[config.mk]
export PLATFORM = sky130hd
export DESIGN_NAME = minicomputer_alu_condition_codes_top
export DESIGN_NICKNAME = d
export VERILOG_FILES = /design/src/rtl/core/mcalu_pkg.sv /design/src/rtl/core/mcalu_exec.sv /design/src/rtl/core/mcalu_div_stage.sv /design/src/rtl/core/minicomputer_alu_condition_codes_top.sv
export SDC_FILE = /design/constraint.sdc
export NUM_CORES = 2
export LEC_CHECK = 0
export BUFFER_PORTS_ARGS = -buffer_cell sky130_fd_sc_hd__buf_2
export CORE_UTILIZATION = 60
export CTS_CLUSTER_SIZE = 24
export DETAILED_ROUTE_END_ITERATION = 10
export GPL_ROUTABILITY_DRIVEN = 0
export PLACE_DENSITY_LB_ADDON = 0.12
export SYNTH_ARGS = -nofsm -noshare
export SYNTH_HDL_FRONTEND = slang
export SYNTH_SLANG_ARGS = --single-unit
[constraint.sdc]
create_clock -name clk -period 88.5 [get_ports clk]
set_input_delay 4.425 -clock clk [delete_from_list [all_inputs] [get_ports clk]]
set_output_delay 4.425 -clock clk [all_outputs]
set_load 0.005 [all_outputs]
[src/rtl/core/mcalu_pkg.sv]
// ----------------------------------------------------------------------------
// mcalu_pkg
// Types and constants shared by the execute-stage modules.
// ----------------------------------------------------------------------------
package mcalu_pkg;

  localparam int DIV_STEPS = 16;

  localparam logic [2:0] TRAP_NONE    = 3'd0;
  localparam logic [2:0] TRAP_ILLEGAL = 3'd1;
  localparam logic [2:0] TRAP_EMUL    = 3'd2;
  localparam logic [2:0] TRAP_SOFT    = 3'd3;
  localparam logic [2:0] TRAP_BREAK   = 3'd4;
  localparam logic [2:0] TRAP_IO      = 3'd5;

  localparam logic [15:0] MOST_NEG16 = 16'h8000;

  typedef enum logic [1:0] {
    KIND_ALU,
    KIND_MUL,
    KIND_DIV
  } kind_t;

  typedef struct packed {
    logic [15:0] res;
    logic [15:0] pair;
    logic        wr;
    logic        wp;
    logic [3:0]  cc;
    logic        br;
    logic [8:0]  boff;
    logic [2:0]  trp;
  } exec_t;

  typedef struct packed {
    logic [15:0] rem;
    logic [15:0] work;
    logic [15:0] dmag;
    logic        neg_q;
    logic        neg_r;
    logic        ovf;
  } div_t;

  typedef struct packed {
    exec_t       ex;
    kind_t       kind;
    logic        odd;
    logic [31:0] prod;
    div_t        dv;
  } pipe_t;

endpackage

[src/rtl/core/mcalu_exec.sv]
// ----------------------------------------------------------------------------
// mcalu_exec
// Decodes one instruction and computes every operation except the divide
// iterations and the final multiply and divide result selection.
// ----------------------------------------------------------------------------
module mcalu_exec (
  input  logic [15:0]            instruction,
  input  logic [15:0]            src_value,
  input  logic [15:0]            dst_value,
  input  logic [15:0]            reg_value,
  input  logic [15:0]            pair_low,
  input  logic [3:0]             cond_in,
  output mcalu_pkg::pipe_t       pipe
);

  localparam logic [15:0] G_JMP   = 16'o000100;
  localparam logic [15:0] G_RTS   = 16'o000200;
  localparam logic [15:0] G_SWAB  = 16'o000300;
  localparam logic [15:0] G_CLR   = 16'o005000;
  localparam logic [15:0] G_COM   = 16'o005100;
  localparam logic [15:0] G_INC   = 16'o005200;
  localparam logic [15:0] G_DEC   = 16'o005300;
  localparam logic [15:0] G_NEG   = 16'o005400;
  localparam logic [15:0] G_ADC   = 16'o005500;
  localparam logic [15:0] G_SBC   = 16'o005600;
  localparam logic [15:0] G_TST   = 16'o005700;
  localparam logic [15:0] G_ROR   = 16'o006000;
  localparam logic [15:0] G_ROL   = 16'o006100;
  localparam logic [15:0] G_ASR   = 16'o006200;
  localparam logic [15:0] G_ASL   = 16'o006300;
  localparam logic [15:0] G_MFPI  = 16'o006500;
  localparam logic [15:0] G_SXT   = 16'o006700;
  localparam logic [15:0] K_BR    = 16'o000400;
  localparam logic [15:0] K_BNE   = 16'o001000;
  localparam logic [15:0] K_BEQ   = 16'o001400;
  localparam logic [15:0] K_BGE   = 16'o002000;
  localparam logic [15:0] K_BLT   = 16'o002400;
  localparam logic [15:0] K_BGT   = 16'o003000;
  localparam logic [15:0] K_BLE   = 16'o003400;
  localparam logic [15:0] K_BPL   = 16'o100000;
  localparam logic [15:0] K_BMI   = 16'o100400;
  localparam logic [15:0] K_BHI   = 16'o101000;
  localparam logic [15:0] K_BLOS  = 16'o101400;
  localparam logic [15:0] K_BVC   = 16'o102000;
  localparam logic [15:0] K_BVS   = 16'o102400;
  localparam logic [15:0] K_BCC   = 16'o103000;
  localparam logic [15:0] K_BCS   = 16'o103400;
  localparam logic [15:0] K_EMT   = 16'o104000;
  localparam logic [15:0] K_TRAP  = 16'o104400;
  localparam logic [15:0] K_MARK  = 16'o006400;
  localparam logic [15:0] IW_BPT  = 16'd3;
  localparam logic [15:0] IW_IOT  = 16'd4;
  localparam logic [15:0] IW_LAST = 16'd6;
  localparam logic [6:0]  JSR_HI  = 7'b0000100;
  localparam logic [2:0]  OP_MOV  = 3'd1;
  localparam logic [2:0]  OP_CMP  = 3'd2;
  localparam logic [2:0]  OP_BIT  = 3'd3;
  localparam logic [2:0]  OP_BIC  = 3'd4;
  localparam logic [2:0]  OP_BIS  = 3'd5;
  localparam logic [2:0]  OP_ADD  = 3'd6;
  localparam logic [2:0]  OP_EIS  = 3'd7;
  localparam logic [2:0]  SUB_MUL = 3'd0;
  localparam logic [2:0]  SUB_DIV = 3'd1;
  localparam logic [2:0]  SUB_ASH = 3'd2;
  localparam logic [2:0]  SUB_ASHC = 3'd3;
  localparam logic [2:0]  SUB_XOR = 3'd4;
  localparam logic [2:0]  SUB_SOB = 3'd7;

  logic signed [31:0] prod;

  assign prod = $signed(reg_value) * $signed(src_value);

  always_comb begin
    logic        bsel, n, z, v, c, cin, wide;
    logic [15:0] mk, sg, g, key, a, b, r, d;
    logic [2:0]  op, sub, rn, dmode;
    logic [5:0]  m2, cnt;
    logic [3:0]  cc;
    logic [16:0] sum;
    logic [31:0] w32, xl, wres, shl, vmask, num, nmag;
    logic [63:0] ext64, shr;
    logic [6:0]  kk;
    logic        t_valid, t_val;
    mcalu_pkg::exec_t ex;
    mcalu_pkg::div_t  dvs;
    mcalu_pkg::kind_t kind;

    bsel  = instruction[15];
    mk    = bsel ? 16'h00FF : 16'hFFFF;
    sg    = bsel ? 16'h0080 : 16'h8000;
    op    = instruction[14:12];
    sub   = instruction[11:9];
    rn    = instruction[8:6];
    dmode = instruction[5:3];
    m2    = instruction[5:0];
    g     = instruction & 16'o077700;
    key   = instruction & 16'o177400;
    cc    = cond_in;
    n     = cc[3];
    z     = cc[2];
    v     = cc[1];
    c     = cc[0];
    cin   = c;
    kind  = mcalu_pkg::KIND_ALU;
    ex    = '0;
    dvs   = '0;
    a     = src_value & mk;
    b     = dst_value & mk;
    d     = dst_value & mk;
    r     = '0;
    sum   = '0;
    wide  = (sub == SUB_ASHC);
    w32   = {reg_value, rn[0] ? reg_value : pair_low};
    xl    = wide ? w32 : {reg_value, 16'h0000};
    ext64 = wide ? {{32{w32[31]}}, w32} : {{48{reg_value[15]}}, reg_value};
    cnt   = src_value[5:0];
    kk    = 7'd64 - {1'b0, cnt};
    shr   = ext64 >> kk;
    shl   = xl << cnt;
    vmask = (~(32'hFFFF_FFFF >> cnt)) >> 1;
    wres  = '0;
    num   = {reg_value, pair_low};
    nmag  = num[31] ? (32'd0 - num) : num;
    t_valid = 1'b0;
    t_val   = 1'b0;

    if (op >= OP_MOV && op <= OP_BIS) begin
      case (op)
        OP_MOV: begin
          r = a;
          if (bsel && dmode == 3'd0 && a[7]) begin
            r = a | 16'hFF00;
          end
          ex.wr = 1'b1;
          v = 1'b0;
        end
        OP_CMP: begin
          r = (a - b) & mk;
          v = |((a ^ b) & (a ^ r) & sg);
          c = b > a;
        end
        OP_BIT: begin
          r = a & b;
          v = 1'b0;
        end
        OP_BIC: begin
          r = b & ~a & mk;
          v = 1'b0;
          ex.wr = 1'b1;
        end
        default: begin
          r = (a | b) & mk;
          v = 1'b0;
          ex.wr = 1'b1;
        end
      endcase
      n = |(r & sg);
      z = (r & mk) == 16'd0;
      if (ex.wr) begin
        ex.res = r;
      end
    end else if (op == OP_ADD) begin
      if (bsel) begin
        r = dst_value - src_value;
        v = ((dst_value ^ src_value) & (dst_value ^ r)) >> 15 != 16'd0;
        c = src_value > dst_value;
      end else begin
        sum = {1'b0, src_value} + {1'b0, dst_value};
        c = sum[16];
        r = sum[15:0];
        v = ((~(src_value ^ dst_value)) & (src_value ^ r)) >> 15 != 16'd0;
      end
      n = r[15];
      z = r == 16'd0;
      ex.res = r;
      ex.wr = 1'b1;
    end else if (op == OP_EIS) begin
      if (bsel) begin
        ex.trp = mcalu_pkg::TRAP_ILLEGAL;
      end else begin
        case (sub)
          SUB_MUL: begin
            kind = mcalu_pkg::KIND_MUL;
          end
          SUB_DIV: begin
            n = 1'b0;
            z = 1'b0;
            v = 1'b0;
            c = 1'b0;
            if (src_value == 16'd0) begin
              v = 1'b1;
              c = 1'b1;
            end else if (rn[0]) begin
              v = 1'b1;
            end else begin
              kind = mcalu_pkg::KIND_DIV;
              dvs.neg_r = num[31];
              dvs.neg_q = num[31] ^ src_value[15];
              dvs.dmag  = src_value[15] ? (16'd0 - src_value) : src_value;
              dvs.ovf   = nmag[31:16] >= dvs.dmag;
              dvs.rem   = nmag[31:16];
              dvs.work  = nmag[15:0];
            end
          end
          SUB_ASH, SUB_ASHC: begin
            if (cnt[5]) begin
              wres = shr[31:0];
              c = ext64[6'(kk - 7'd1)];
              v = 1'b0;
              r = wres[15:0];
            end else begin
              wres = shl;
              c = (cnt == 6'd0) ? 1'b0 : xl[5'(6'd32 - cnt)];
              v = |((xl ^ {32{xl[31]}}) & vmask);
              r = wres[31:16];
            end
            if (!wide) begin
              n = r[15];
              z = r == 16'd0;
              ex.res = r;
              ex.wr = 1'b1;
            end else begin
              n = wres[31];
              z = wres == 32'd0;
              ex.wr = 1'b1;
              if (!rn[0]) begin
                ex.res = wres[31:16];
                ex.pair = wres[15:0];
                ex.wp = 1'b1;
              end else begin
                ex.res = wres[15:0];
              end
            end
          end
          SUB_XOR: begin
            r = reg_value ^ dst_value;
            n = r[15];
            z = r == 16'd0;
            v = 1'b0;
            ex.res = r;
            ex.wr = 1'b1;
          end
          SUB_SOB: begin
            r = reg_value - 16'd1;
            ex.res = r;
            ex.wr = 1'b1;
            if (r != 16'd0) begin
              ex.br = 1'b1;
              ex.boff = 9'd0 - {2'b00, m2, 1'b0};
            end
          end
          default: begin
            ex.trp = mcalu_pkg::TRAP_ILLEGAL;
          end
        endcase
      end
    end else if (!bsel && instruction[15:9] == JSR_HI) begin
      if (dmode == 3'd0) begin
        ex.trp = mcalu_pkg::TRAP_ILLEGAL;
      end
    end else if (!bsel && (g == G_JMP || g == G_RTS || g == G_SWAB)) begin
      if (g == G_JMP) begin
        if (dmode == 3'd0) begin
          ex.trp = mcalu_pkg::TRAP_ILLEGAL;
        end
      end else if (g == G_RTS) begin
        if (m2 >= 6'o40) begin
          if (instruction[4]) begin
            cc = cc | instruction[3:0];
          end else begin
            cc = cc & ~instruction[3:0];
          end
          n = cc[3];
          z = cc[2];
          v = cc[1];
          c = cc[0];
        end else if (m2 >= 6'o10) begin
          ex.trp = mcalu_pkg::TRAP_ILLEGAL;
        end
      end else begin
        r = {dst_value[7:0], dst_value[15:8]};
        n = r[7];
        z = r[7:0] == 8'd0;
        v = 1'b0;
        c = 1'b0;
        ex.res = r;
        ex.wr = 1'b1;
      end
    end else if (g >= G_CLR && g <= G_ASL) begin
      case (g)
        G_CLR: begin
          r = '0;
          c = 1'b0;
        end
        G_COM: begin
          r = ~d & mk;
          c = 1'b1;
        end
        G_INC: begin
          r = (d + 16'd1) & mk;
          v = r == sg;
        end
        G_DEC: begin
          r = (d - 16'd1) & mk;
          v = r == (mk - sg);
        end
        G_NEG: begin
          r = (16'd0 - d) & mk;
          v = r == sg;
          c = r != 16'd0;
        end
        G_ADC: begin
          r = (d + {15'd0, cin}) & mk;
          v = cin && d == (mk - sg);
          c = cin && d == mk;
        end
        G_SBC: begin
          r = (d - {15'd0, cin}) & mk;
          v = d == sg;
          c = cin && d == 16'd0;
        end
        G_TST: begin
          r = d;
          c = 1'b0;
        end
        G_ROR: begin
          r = (d >> 1) | (cin ? sg : 16'd0);
          c = d[0];
        end
        G_ROL: begin
          r = ((d << 1) | {15'd0, cin}) & mk;
          c = |(d & sg);
        end
        G_ASR: begin
          r = (d >> 1) | (d & sg);
          c = d[0];
        end
        default: begin
          r = (d << 1) & mk;
          c = |(d & sg);
        end
      endcase
      n = |(r & sg);
      z = r == 16'd0;
      if (g == G_CLR || g == G_COM || g == G_TST) begin
        v = 1'b0;
      end else if (g >= G_ROR) begin
        v = n ^ c;
      end
      if (g != G_TST) begin
        ex.res = r;
        ex.wr = 1'b1;
      end
    end else if (g >= G_MFPI && g <= G_SXT) begin
      if (bsel) begin
        ex.trp = mcalu_pkg::TRAP_ILLEGAL;
      end else if (g == G_SXT) begin
        ex.res = n ? 16'hFFFF : 16'h0000;
        ex.wr = 1'b1;
        z = !n;
        v = 1'b0;
      end
    end else begin
      case (key)
        K_BR: begin
          t_valid = 1'b1;
          t_val = 1'b1;
        end
        K_BNE: begin
          t_valid = 1'b1;
          t_val = !z;
        end
        K_BEQ: begin
          t_valid = 1'b1;
          t_val = z;
        end
        K_BGE: begin
          t_valid = 1'b1;
          t_val = n == v;
        end
        K_BLT: begin
          t_valid = 1'b1;
          t_val = n != v;
        end
        K_BGT: begin
          t_valid = 1'b1;
          t_val = (n == v) && !z;
        end
        K_BLE: begin
          t_valid = 1'b1;
          t_val = (n != v) || z;
        end
        K_BPL: begin
          t_valid = 1'b1;
          t_val = !n;
        end
        K_BMI: begin
          t_valid = 1'b1;
          t_val = n;
        end
        K_BHI: begin
          t_valid = 1'b1;
          t_val = !c && !z;
        end
        K_BLOS: begin
          t_valid = 1'b1;
          t_val = c || z;
        end
        K_BVC: begin
          t_valid = 1'b1;
          t_val = !v;
        end
        K_BVS: begin
          t_valid = 1'b1;
          t_val = v;
        end
        K_BCC: begin
          t_valid = 1'b1;
          t_val = !c;
        end
        K_BCS: begin
          t_valid = 1'b1;
          t_val = c;
        end
        K_EMT: begin
          ex.trp = mcalu_pkg::TRAP_EMUL;
        end
        K_TRAP: begin
          ex.trp = mcalu_pkg::TRAP_SOFT;
        end
        K_MARK: begin
          ex.trp = mcalu_pkg::TRAP_NONE;
        end
        default: begin
          if (instruction == IW_BPT) begin
            ex.trp = mcalu_pkg::TRAP_BREAK;
          end else if (instruction == IW_IOT) begin
            ex.trp = mcalu_pkg::TRAP_IO;
          end else if (instruction > IW_LAST) begin
            ex.trp = mcalu_pkg::TRAP_ILLEGAL;
          end
        end
      endcase
      if (t_valid && t_val) begin
        ex.br = 1'b1;
        ex.boff = {instruction[7:0], 1'b0};
      end
    end

    ex.cc = {n, z, v, c};
    if (ex.trp != mcalu_pkg::TRAP_NONE) begin
      ex.res  = '0;
      ex.pair = '0;
      ex.wr   = 1'b0;
      ex.wp   = 1'b0;
      ex.br   = 1'b0;
      ex.boff = '0;
      ex.cc   = cond_in;
      kind    = mcalu_pkg::KIND_ALU;
    end

    pipe.ex   = ex;
    pipe.kind = kind;
    pipe.odd  = rn[0];
    pipe.prod = prod;
    pipe.dv   = dvs;
  end

endmodule

[src/rtl/core/mcalu_div_stage.sv]
// ----------------------------------------------------------------------------
// mcalu_div_stage
// One registered restoring-divide step; the rest of the item rides along.
// ----------------------------------------------------------------------------
module mcalu_div_stage (
  input  logic             clk,
  input  logic             rst_n,
  input  logic             en,
  input  logic             valid_in,
  input  mcalu_pkg::pipe_t pipe_in,
  output logic             valid_out,
  output mcalu_pkg::pipe_t pipe_out
);

  logic             valid_r;
  mcalu_pkg::pipe_t pipe_r;
  mcalu_pkg::pipe_t pipe_nxt;

  always_comb begin
    logic [16:0] rem2;
    logic [16:0] dext;
    logic        ge;

    rem2 = {pipe_in.dv.rem, pipe_in.dv.work[15]};
    dext = {1'b0, pipe_in.dv.dmag};
    ge   = rem2 >= dext;
    pipe_nxt = pipe_in;
    pipe_nxt.dv.rem  = ge ? 16'(rem2 - dext) : rem2[15:0];
    pipe_nxt.dv.work = {pipe_in.dv.work[14:0], ge};
  end

  always_ff @(posedge clk) begin
    if (!rst_n) begin
      valid_r <= 1'b0;
    end else if (en) begin
      valid_r <= valid_in;
    end
  end

  always_ff @(posedge clk) begin
    if (en) begin
      pipe_r <= pipe_nxt;
    end
  end

  assign valid_out = valid_r;
  assign pipe_out  = pipe_r;

endmodule

[src/rtl/core/minicomputer_alu_condition_codes_top.sv]
// ----------------------------------------------------------------------------
// minicomputer_alu_condition_codes_top
// Pipelined execute stage of a 16-bit minicomputer with condition codes.
// ----------------------------------------------------------------------------
// Each input beat carries one instruction with its fetched operands, the
// rn and rn+1 register contents and the current N Z V C codes. Each output
// beat carries the write-back values and enables, the new codes, the branch
// decision with its byte offset and a trap code.
// The pipeline has an input register, a decode and execute stage with the
// multiplier, sixteen restoring divide steps and an output register. One
// beat is accepted every cycle while the output is drained; the divide steps
// set the depth. When the receiver stalls with a result held on the output,
// the whole pipeline freezes and in_tready drops in the same cycle; nothing
// is lost or repeated. Reset clears every valid bit, so the output channel
// is empty after reset and the block accepts beats in the next cycle.
// ----------------------------------------------------------------------------
module minicomputer_alu_condition_codes_top (
  input  logic        clk,
  input  logic        rst_n,
  input  logic        in_tvalid,
  output logic        in_tready,
  // instruction, src_value, dst_value, reg_value, pair_low, cond_in, zero pad
  input  logic [87:0] in_tdata,
  output logic        out_tvalid,
  input  logic        out_tready,
  // result, pair_result, write_result, write_pair, cond_out, branch_taken,
  // branch_offset, trap_code, zero pad
  output logic [55:0] out_tdata
);

  logic              en;
  logic              v1_r;
  logic [83:0]       in_r;
  mcalu_pkg::pipe_t  ex_pipe;
  logic              v2_r;
  mcalu_pkg::pipe_t  p2_r;
  logic              stage_v [0:mcalu_pkg::DIV_STEPS];
  mcalu_pkg::pipe_t  stage_d [0:mcalu_pkg::DIV_STEPS];
  mcalu_pkg::exec_t  fin_nxt;
  mcalu_pkg::exec_t  out_r;
  logic              out_valid_r;

  assign en        = !out_valid_r || out_tready;
  assign in_tready = en;

  always_ff @(posedge clk) begin
    if (!rst_n) begin
      v1_r <= 1'b0;
      v2_r <= 1'b0;
    end else if (en) begin
      v1_r <= in_tvalid;
      v2_r <= v1_r;
    end
  end

  always_ff @(posedge clk) begin
    if (en) begin
      in_r <= in_tdata[83:0];
      p2_r <= ex_pipe;
    end
  end

  mcalu_exec u_exec (
    .instruction (in_r[15:0]),
    .src_value   (in_r[31:16]),
    .dst_value   (in_r[47:32]),
    .reg_value   (in_r[63:48]),
    .pair_low    (in_r[79:64]),
    .cond_in     (in_r[83:80]),
    .pipe        (ex_pipe)
  );

  assign stage_v[0] = v2_r;
  assign stage_d[0] = p2_r;

  for (genvar i = 0; i < mcalu_pkg::DIV_STEPS; i++) begin : g_div
    mcalu_div_stage u_step (
      .clk       (clk),
      .rst_n     (rst_n),
      .en        (en),
      .valid_in  (stage_v[i]),
      .pipe_in   (stage_d[i]),
      .valid_out (stage_v[i+1]),
      .pipe_out  (stage_d[i+1])
    );
  end

  always_comb begin
    mcalu_pkg::pipe_t p;
    logic [15:0]      qm;
    logic             bad;

    p   = stage_d[mcalu_pkg::DIV_STEPS];
    qm  = p.dv.work;
    bad = p.dv.ovf || (!p.dv.neg_q && qm[15]) ||
          (p.dv.neg_q && qm > mcalu_pkg::MOST_NEG16);
    fin_nxt = p.ex;
    case (p.kind)
      mcalu_pkg::KIND_MUL: begin
        fin_nxt.cc = {p.prod[31], p.prod == 32'd0, 1'b0,
                      !((&p.prod[31:15]) || (~|p.prod[31:15]))};
        fin_nxt.wr = 1'b1;
        if (!p.odd) begin
          fin_nxt.res  = p.prod[31:16];
          fin_nxt.pair = p.prod[15:0];
          fin_nxt.wp   = 1'b1;
        end else begin
          fin_nxt.res = p.prod[15:0];
        end
      end
      mcalu_pkg::KIND_DIV: begin
        if (bad) begin
          fin_nxt.cc = 4'b0010;
        end else begin
          fin_nxt.res  = p.dv.neg_q ? (16'd0 - qm) : qm;
          fin_nxt.pair = p.dv.neg_r ? (16'd0 - p.dv.rem) : p.dv.rem;
          fin_nxt.wr   = 1'b1;
          fin_nxt.wp   = 1'b1;
          fin_nxt.cc   = {p.dv.neg_q && qm != 16'd0, qm == 16'd0, 2'b00};
        end
      end
      default: begin
        fin_nxt = p.ex;
      end
    endcase
  end

  always_ff @(posedge clk) begin
    if (!rst_n) begin
      out_valid_r <= 1'b0;
    end else if (en) begin
      out_valid_r <= stage_v[mcalu_pkg::DIV_STEPS];
    end
  end

  always_ff @(posedge clk) begin
    if (en) begin
      out_r <= fin_nxt;
    end
  end

  assign out_tvalid = out_valid_r;
  assign out_tdata  = {5'd0, out_r.trp, out_r.boff, out_r.br, out_r.cc,
                       out_r.wp, out_r.wr, out_r.pair, out_r.res};

  a_trap_quiet: assert property (@(posedge clk) disable iff (!rst_n)
    out_tvalid && out_tdata[50:48] != mcalu_pkg::TRAP_NONE |->
      !out_tdata[32] && !out_tdata[33] && !out_tdata[38])
    else $error("trap beat carries a write or branch");

  a_offset_idle: assert property (@(posedge clk) disable iff (!rst_n)
    out_tvalid && !out_tdata[38] |-> out_tdata[47:39] == 9'd0)
    else $error("offset set without a taken branch");

  a_pair_needs_result: assert property (@(posedge clk) disable iff (!rst_n)
    out_tvalid && out_tdata[33] |-> out_tdata[32])
    else $error("pair write without result write");

  a_stall_cause: assert property (@(posedge clk) disable iff (!rst_n)
    !in_tready |-> out_tvalid && !out_tready)
    else $error("input stalled while output is free");

endmodule
Yosys cells after proc, flatten, opt, wreduce, memory -nomap -nowiden. Index checks and enable logic that the tools add are counted.

Bits in registers: 2467. Input bits: 92.

Add/sub/neg operators: 34. $mul: 1. $lt $le $gt $ge: 32. Eq/ne operators: 58. Shift operators: 3. Muxes and demuxes: 219. Bitwise logic cells: 48. Reduce and logical (&&, ||, !) cells: 74.

Operator list (count): 2-to-1 mux 16 bit (62); bitwise AND 16 bit (23); subtractor 16 bit (19); >= comparator 17 x 16 -> 1 bit (16); 2-to-1 mux 32 bit (7); case mux 16 bit (11 select lines) (1); logical NOT 16 bit (8); equality test 9 x 6 -> 1 bit (second input constant) (12); 2-to-1 mux 1 bit (107); equality test 16 bit (6); bitwise XOR 16 bit (6); equality test 8 bit (second input constant) (10); OR reduction 16 bit (5); case mux 38 bit (2 select lines) (1); 2-to-1 mux 10 bit (7); 2-to-1 mux 34 bit (2); logical NOT 32 bit (2); case mux 16 bit (4 select lines) (1); right shift 64 x 7 -> 32 bit (1); subtractor 1 x 16 -> 16 bit (first input constant) (4); 2-to-1 mux 13 bit (4); inverter 16 bit (3); case mux 16 bit (3 select lines) (1); nonzero test 16 bit (3); other kinds (85) (158).

Logic depth before layout (Yosys ltp).
Word-level depth: 23. Depth in mapped cells: 31.

Cells and area by module. Synthesis repeated with hierarchy kept, for this count alone.

Cell total of the unflattened synthesis: 9124. Area total of the unflattened synthesis: 123634.8 µm².

Modules (own cells, without submodules): mcalu_div_stage (g_div[0].u_step ...) (times used 9, cells an instance 297, area an instance 5380.2 µm², seq. area each 4134.0 µm²); mcalu_exec (times used 1, cells an instance 3847, area an instance 27662.8 µm², seq. area each 0.0 µm²); mcalu_div_stage (g_div[2].u_step ...) (times used 5, cells an instance 293, area an instance 5341.4 µm², seq. area each 4134.0 µm²); minicomputer_alu_condition_codes_top (times used 1, cells an instance 544, area an instance 10179.8 µm², seq. area each 8227.9 µm²); mcalu_div_stage (g_div[7].u_step) (times used 1, cells an instance 299, area an instance 5348.9 µm², seq. area each 4134.0 µm²); mcalu_div_stage (g_div[1].u_step) (times used 1, cells an instance 296, area an instance 5315.1 µm², seq. area each 4134.0 µm²).

Worst setup path before layout. OpenSTA, ideal clock, no wires.

Path type: input port to output port. Start point: input port out_tready. End point: output port in_tready. Arrival: 70.016 ns. Required time: 84.075 ns. Path slack: 14.059 ns. Stages on the path: 3. Path buffers: 1. Cells stage by stage: nor2b_1 -> clkinv_1 -> clkbuf_1.

Word-level cells in the longest chain between the ends: 1.

Ends and longest elaborated chain: from (decl) (line minicomputer_alu_condition_codes_top.sv:25) `input logic out_tready,`; logical OR 1 bit (line minicomputer_alu_condition_codes_top.sv:43) `assign en = !out_valid_r || out_tready;`; to (decl) (line minicomputer_alu_condition_codes_top.sv:21) `output logic in_tready,`.

No other way between the ends.

Final worst setup path. Ends and elaborated chain as after synthesis.

==> out/qor.yml <==
avgSynthCellArea_um2: 13.14
status: "finished, violations left"
drv_slew: 0
cts_made_buffers: 230
synth_seq_area_share: 0.6235
cts_resized: 0
root_buffer: "clkbuf_16"
cp_max_fo: 125
start_util: 0.6040
io_pins: 150
yosysMostFrequentCell: "edfxtp_1"
synth_area_leaders: "edfxtp_1, fa_1, ha_1"
end_kind: "output port"
clockBufferDepth: 3
clock_skew_ns: 0.09078
synthArstFlopShare: 0
drt_iter0_markers: 8821
ys_types: 99
cts.clk_slew.worst_paths_ns: 0.07
start_kind: "primary input"
post_cts_buffers: 0
fin_cells: 11876
synth_top_area_cell: "edfxtp_1"
hold_viol: 0
cts-htree-levels: 4
fp.dieW_um: 444.8
ys_ff_latch: 2449
synth_commonest_cells: "edfxtp_1, inv_1, nand2_1"
crit_type: "primary input to output port"
postSynthCellCount: 8954
grt_usage: 0.2715
vias: 73261
antenna_found_initial: 15
min_period_ns: 10.17
r2r_setup_slack_ns: 80.28
worst_slew_pin_slew_ns: 1.246
die_h_um: 444.8
route.antenna.remaining_nets: 0
post-place-cells: 11438
max-slew-margin-rel: 0.1617
cts_sinks: 2449
reg2reg_depth: 24
avgViaCountPerCell: 6.169
core_um2: 194800
grt_pass1_vias: 72510
cts_hold_buf: 0
synth_area_um2: 117600
min_path_cells: 0
grt_first_pass_wirelength_mm: 412.5
fmax_mhz: 98.36
p_leak_nw: 50.82
worstSkewPairLatency_ns: 0.89
synth_top_area_frac: 0.6203
firstDrtPassIters: 11
setup_viol: 0
grt-ovfl-total: 0
nets: 9861
fin_crit_sh: 0.1149
finalSetupTns_ns: 0
numPortBuffers: 139
grt_max_degree: 207
violations: "DRC"
rsz0062_at_grt: "no"
synth_ff_type: "edfxtp_1"
synth_edf_count: 2430
route.detailed.drc: 1
wl_mm: 270.1
cts_tree: "done"
cp.arrival_ns: 5.74
drive_above_1_share: 0.09267
p_per_area_nw_per_um2: 30.53
max_cap_viol_count: 0
syn_to_final_growth_pct: 9.864
dp_hpwl_mm: 182.3
peakVddDrop_mv: 0.04842
hp-class: "register to register"
cp_data_required_time_ns: 84.07
die-area_um2: 197900
wire_per_inst_um: 22.74
synth_warnings: 0
rows: 162
-- kinds of logic after synthesis --
kind of cell             after synthesis  synth area share
AO/OA/AOI/OAI                       1744           0.09674
XOR/XNOR                             363           0.02702
adder cells (fa/ha/maj)              723           0.09489
buffers and inverters               1180           0.03885
flip-flops                          2449            0.6235
multiplexers                         267           0.02969
other                                  1        0.00003188
AND/OR/NAND/NOR                     2227           0.08928
-- critical path: stages --
cell,delay [ns]
buf_2,0.08
nor2b_1,0.04
buf_4,0.21
inv_8,0.62
buf_2,0.28
-- cell usage in the layout (no fill, tap or decap), types with 64 or more instances in the layout --
master     count
a21boi_0      72
a21o_1        80
a21oi_1      382
and2_1        98
buf_2        139
buf_4        131
clkbuf_16    230
edfxtp_1    2430
fa_1         282
ha_1         440
inv_1        746
mux2_2        96
mux2i_1      115
nand2_1      735
nand2b_1     104
nand3_1      136
nand4_1       85
nor2_1       552
nor2b_1       79
nor3_1       159
o21ai_0      467
o31ai_1       83
or3_1         64
xnor2_1      220
xor2_1       143
-- area by class of cell --
class / instances / area, um^2
Antenna cell: 4 / 10.01
Clock buffer: 261 / 5872
Clock inverter: 173 / 2369
Fill cell: 13661 / 65540
Inverter: 762 / 2868
Multi-Input combinational cell: 5330 / 39760
Sequential cell: 2449 / 73350
Tap cell: 2624 / 3283
Timing Repair Buffer: 273 / 1739
-- layer usage --
| metal | global-route usage | wire length [um] | vias to the layer above |
|---|---|---|---|
| met3 | 0.06123 | 24610 | 1165 |
| li1 | - | - | 33073 |
| met4 | 0.1550 | 17460 | 12 |
| met1 | 0.3370 | 101200 | 35063 |
| met5 | 0 | 94 | - |
| met2 | 0.4406 | 126700 | 3948 |
-- power breakdown --
| group | total [W] | switching [W] | internal [W] |
|---|---|---|---|
| logic | 0.00122 | 0.000706 | 0.000512 |
| registers | 0.00168 | 0.0000988 | 0.00158 |
| clock network | 0.00105 | 0.000430 | 0.000616 |
-- sequential cells by signal, indices dropped and copies added (netlist names) --
name and flops:
g_div.u_step.pipe_out 2160, p2_r 136, in_r 84, out_tdata 50, g_div.u_step.valid_out 16, out_tvalid 1, v1_r 1, v2_r 1
-- final timing paths --
kind	startpoint	end
worst max-delay path	out_tready	in_tready
worst min register to register	g_div[4].u_step.pipe_out[76]$_DFFE_PP_	g_div[5].u_step.pipe_out[76]$_DFFE_PP_
worst max register to register	in_r[19]$_DFFE_PP_	p2_r[79]$_DFFE_PP_
worst min-delay path	g_div[4].u_step.pipe_out[76]$_DFFE_PP_	g_div[5].u_step.pipe_out[76]$_DFFE_PP_
-- metrics by stage --
step	util	hold slack (ns)	total power (W)	setup WS (ns)	cell area [um^2]
final	0.6635	0.3614	0.003946	78.33	129300
after global placement	0.6212	0.4004	0.002835	77.55	121000
after floorplan	-	0.4003	0.002555	14.06	117700
after detailed placement	0.6212	0.4045	0.002889	77.46	121000
after CTS	0.6635	0.3551	0.003962	78.29	129200
after global routing	0.6635	0.3659	0.004158	78.03	129200
No activity file was read; power rests on OpenSTA's default activity.
